==> src/rtl/sia_delay.sv <==
`timescale 1ns / 1ps
// Stall-aware delay line that carries a valid bit and a payload.
// Depends on nothing.
module sia_delay #(
    parameter int DW    = 8,
    parameter int DEPTH = 1
) (
    input  logic          aclk,
    input  logic          aresetn,
    input  logic          en,
    input  logic          in_valid,
    input  logic [DW-1:0] in_data,
    output logic          out_valid,
    output logic [DW-1:0] out_data
);
    logic          valid_reg [DEPTH];
    logic [DW-1:0] data_reg  [DEPTH];

    always_ff @(posedge aclk) begin
        if (!aresetn) begin
            for (int i = 0; i < DEPTH; i++) valid_reg[i] <= 1'b0;
        end else if (en) begin
            valid_reg[0] <= in_valid;
            for (int i = 1; i < DEPTH; i++) valid_reg[i] <= valid_reg[i-1];
        end
    end

    always_ff @(posedge aclk) begin
        if (en) begin
            data_reg[0] <= in_data;
            for (int i = 1; i < DEPTH; i++) data_reg[i] <= data_reg[i-1];
        end
    end

    assign out_valid = valid_reg[DEPTH-1];
    assign out_data  = data_reg[DEPTH-1];
endmodule

==> config.mk <==
export PLATFORM = sky130hd
export DESIGN_NAME = sia_delay
export DESIGN_NICKNAME = d
export VERILOG_FILES = /design/src/rtl/sia_delay.sv
export SDC_FILE = /design/constraint.sdc
export NUM_CORES = 1
export LEC_CHECK = 0
export ABC_AREA = 0
export ABC_CLOCK_PERIOD_IN_PS = 800
export BUFFER_PORTS_ARGS = -buffer_cell sky130_fd_sc_hd__buf_2
export CAP_MARGIN = 20
export CORE_AREA = 8 8 45 47
export CTS_CLUSTER_DIAMETER = 60
export CTS_CLUSTER_SIZE = 14
export DETAILED_ROUTE_END_ITERATION = 10
export DIE_AREA = 0 0 53 55
export GPL_ROUTABILITY_DRIVEN = 1
export PLACE_DENSITY = 0.45
export SLEW_MARGIN = 20
export SYNTH_ARGS = -nofsm -noshare
export SYNTH_HDL_FRONTEND = slang
export SYNTH_SLANG_ARGS = --single-unit
==> constraint.sdc <==
create_clock -name aclk -period 0.8 [get_ports aclk]
set_clock_uncertainty 0.05 [all_clocks]
set_input_delay 0.24 -clock aclk [delete_from_list [all_inputs] [get_ports aclk]]
set_output_delay 0.24 -clock aclk [all_outputs]
set_load 0.03 [all_outputs]
Word level (Yosys, flattened, before mapping)
Memories as Yosys holds them, arrays and structs flattened.
Index checks and enable logic that the tools add are counted.
{"block": "totals", "regBits": 0, "latchBits": 0, "ramBits": 9, "rom_bits": 0, "output_inout_bits": 9, "elab_cells": 10, "n_memories": 2}
{"name": "data_reg", "depth": 1, "width": 8, "read_ports": 1, "rd_ports_with_merged_regs": 0, "write_ports": 1, "line": "17", "text": "logic [DW-1:0] data_reg [DEPTH];"}
{"name": "valid_reg", "depth": 1, "width": 1, "read_ports": 1, "rd_ports_with_merged_regs": 0, "write_ports": 1, "line": "16", "text": "logic valid_reg [DEPTH];"}
{"block": "classes", "add_sub_neg": 0, "mul": 0, "n_div": 0, "magnitude_cmp": 0, "n_eq_ne": 0, "n_shift": 0, "muxes": 7, "n_bitwise": 0, "reduce_logical": 1}
{"op": "2-to-1 mux 1 bit", "count": 7}
{"op": "OR reduction 1 bit", "count": 1}

Logic depth before layout (Yosys ltp)
{"block": "logic_depth", "ltp_word": 5, "mapped_depth": 1, "depth_no_buf": 1}

Worst setup path before layout
OpenSTA, ideal clock, no wires.
{"block": "synth_timing", "kind": "reg2out", "start": "memory data_reg[0][0]", "end": "output port out_data[0]", "arrival_time_ps": 496, "slack_ps": 14, "path_stages_with_launch": 1, "n_path_buf": 0, "cell_sequence": "edfxtp_1"}
{"block": "synth_via", "elab_chain_len": 1}
{"element": "from (decl)", "line": "17"}
{"element": "memory (1 x 8 bit)"}
{"element": "to (decl)", "line": "14", "text": "output logic [DW-1:0] out_data"}
No other way between the ends.

Worst setup path in the final report
Ends and elaborated chain as after synthesis.

==> flow_metrics.env <==
export IMPL_status="finished with violations"
export IMPL_hold_path_class="primary input to register"
export IMPL_ys_warn_count=0
export IMPL_synth_top_cell_area_share_pct=95.58
export IMPL_num_rows=14
export IMPL_p_int_uw=851.9
export IMPL_cp_max_fo=1
export IMPL_first_global_vias=212
export IMPL_max_clock_path_buffers=2
export IMPL_dp_cells=49
export IMPL_pin_count=21
export IMPL_power_share_clock_pct=30.9
export IMPL_antenna_found_initial=0
export IMPL_crit_buf_inv=1
export IMPL_power_frac_seq_pct=51.0
export IMPL_hp_start="in_data[1]"
export IMPL_avgSynthCellArea_um2=25.71
export IMPL_switchingPower_uw=280.3
export IMPL_synth_xor_area_share_pct=0
export IMPL_synth_nets=23
export IMPL_finalNonFillerCells=53
export IMPL_grt_pass1_wl_um=917
export IMPL_async_flop_share_pct=0
export IMPL_drv_slew=0
export IMPL_overflow=0
export IMPL_switching_share_pct=24.75
export IMPL_finalSetupTns_ns=-2.506
export IMPL_cpPeakStageDelay_ns=0.39
export IMPL_peakVddDrop_mv=0.6773
export IMPL_finalCriticalPeriod_ns=1.094
export IMPL_synthFlopType="edfxtp_1"
export IMPL_synth_edf_count=9
export IMPL_drive_above_1_share_pct=67.57
export IMPL_postLayoutCellArea_um2=513.0
export IMPL_syn_inst=11
export IMPL_cp_slowest_cell="edfxtp_1"
export IMPL_synthSimpleGateAreaFrac_pct=4.425
export IMPL_cts_max_level=1
export IMPL_synth_compound_area_share_pct=0
export IMPL_worstPathCellList="buf_6"
export IMPL_viasPerCell=3.792
export IMPL_synth_seq_cells=9
export IMPL_leakagePower_uw=0.0002238
export IMPL_critPathRequiredTime_ns=0.51
export IMPL_whs_ns=0.1053
export IMPL_seq_area_frac_synth_pct=95.58
export IMPL_pwr_share_comb_pct=18.1
export IMPL_largest_reg_flops=8
export IMPL_die_area_mm2=0.002915
export IMPL_grtUsageTotal_pct=5.025
export IMPL_cts_sinks=9
export IMPL_postPlaceCellArea_um2=430.4
export IMPL_rsz0062_at_grt="yes"
export IMPL_finalSetupViolCount=9
export IMPL_crit_path_end_kind="primary output"
export IMPL_final_seq_area_um2=270.3
export IMPL_grt_max_degree=8
export IMPL_drv_cap=0
export IMPL_power_density_mw_per_mm2=2207
export IMPL_fin_ws_ns=-0.2939
export IMPL_routed_wl_um=670
export IMPL_antenna_cells=0
export IMPL_hold_depth=1
export IMPL_muxShareOfSynthArea_pct=0
export IMPL_cts_made_buffers=3
export IMPL_clockRootBuffer="clkbuf_4"
export IMPL_timing_fmax_mhz=914.2
export IMPL_cp_start_kind="register"
export IMPL_crit_start="data_reg[0][0]"
export IMPL_place_worst_setup_slack_ns=-0.03642
export IMPL_synthTopCellsByCount="edfxtp_1 (9), and3_1 (1), nand2b_1 (1)"
export IMPL_firstDrtPassIters=1
export IMPL_clk_pin_slew_ns=0.06
export IMPL_yosysTopAreaCell="edfxtp_1"
export IMPL_synth_adder_area_share_pct=0
export IMPL_io_buffer_count=20
export IMPL_initial_core_util_pct=20.43
export IMPL_hold_buffers=0
export IMPL_hold_violations=0
export IMPL_worst_pin_slew_ns=0.09454
export IMPL_cpLargestDelayFamily="flip-flops"
export IMPL_violations="negative setup slack"
export IMPL_crit_type="register to primary output"
export IMPL_dr_first_iter_drc_count=0
export IMPL_fp_dieW_um=53
export IMPL_maxSlewHeadroom_pct=93.70
export IMPL_synth_top_family_by_area="simple AND/OR/NAND/NOR gates"
export IMPL_holdPathEnd="data_reg[0][1]"
export IMPL_drcViolationCount=0
export IMPL_area_delta_synth_final_pct=81.42
export IMPL_synth_area_leaders="edfxtp_1 (96%), and3_1 (2.2%), nand2b_1 (2.2%)"
export IMPL_crit_arrival_ns=0.80
export IMPL_ant_nets=0
export IMPL_routedWlPerCell_um=12.64
export IMPL_nFillCells=144
export IMPL_nets=50
export IMPL_netlist_area_um2=282.8
export IMPL_fin_crit_sh_pct=136.7
export IMPL_gp_congestion=0.6769
export IMPL_multi_input_area_um2=12.51
export IMPL_fp_coreArea_mm2=0.001384
export IMPL_via_count=201
export IMPL_yosysMostFrequentCell="edfxtp_1"
export IMPL_synth_distinct_cells=3
export IMPL_tritoncts="built"
export IMPL_fp_dieH_um=55
[repair_timing]
action                                  4_1_cts  5_1_grt
pin swaps                                     0        0
setup buffers                                 0        0
resized for setup                            18        0
endpoints found under the setup margin        9        9
[worst max path at each step]
stage                           endpoint  slack, ns  cells past startpoint
after global placement    data_reg[0][6]      -0.02                      2
after CTS                    out_data[0]      -0.32                      1
after detailed placement  data_reg[0][5]      -0.04                      2
final                        out_data[0]      -0.29                      1
after global routing         out_data[0]      -0.34                      1
after floorplan              out_data[0]       0.01                      0
[cell usage in the layout, fill, tap and decap left out]
cell type | netlist | routed
buf_2 | 0 | 11
buf_4 | 0 | 1
clkbuf_1 | 0 | 1
clkbuf_4 | 0 | 3
and3_1 | 1 | 1
buf_6 | 0 | 9
buf_12 | 0 | 1
nand2b_1 | 1 | 1
edfxtp_1 | 9 | 9
[final cells by class]
type | instances | share of cell area, %
sequential | 9 | 52.68
timing repair buffer | 22 | 35.85
clock buffer | 4 | 5.122
tap | 16 | 3.902
multi-input combinational | 2 | 2.439
[power groups by stage]
stage	clock network [µW]	logic (µW)	registers, µW
final	350	205	577
after global routing	393	215	580
after CTS	368	208	579
after detailed placement	0	167	578
after global placement	0	164	577
after floorplan	0	3.29	657
[metrics by stage]
stage          utilization [%]  total power (µW)
4_1_cts                  37.07              1155
5_1_grt                  37.07              1188
3_5_place_dp             31.10             744.5
6_report                 37.07              1132
3_3_place_gp             31.10             740.9
2_1_floorplan                -             660.7
[logic make-up after synthesis]
logic type / count (synthesis)
flops: 9
simple gates: 2
[routing by layer]
| layer | track usage [%] | routed length (µm) |
|---|---|---|
| met5 | 0 | 0 |
| met4 | 5.172 | 0 |
| met3 | 4.278 | 145 |
| met2 | 7.422 | 308 |
| met1 | 3.912 | 216 |
(Power assumes the default switching activity.)
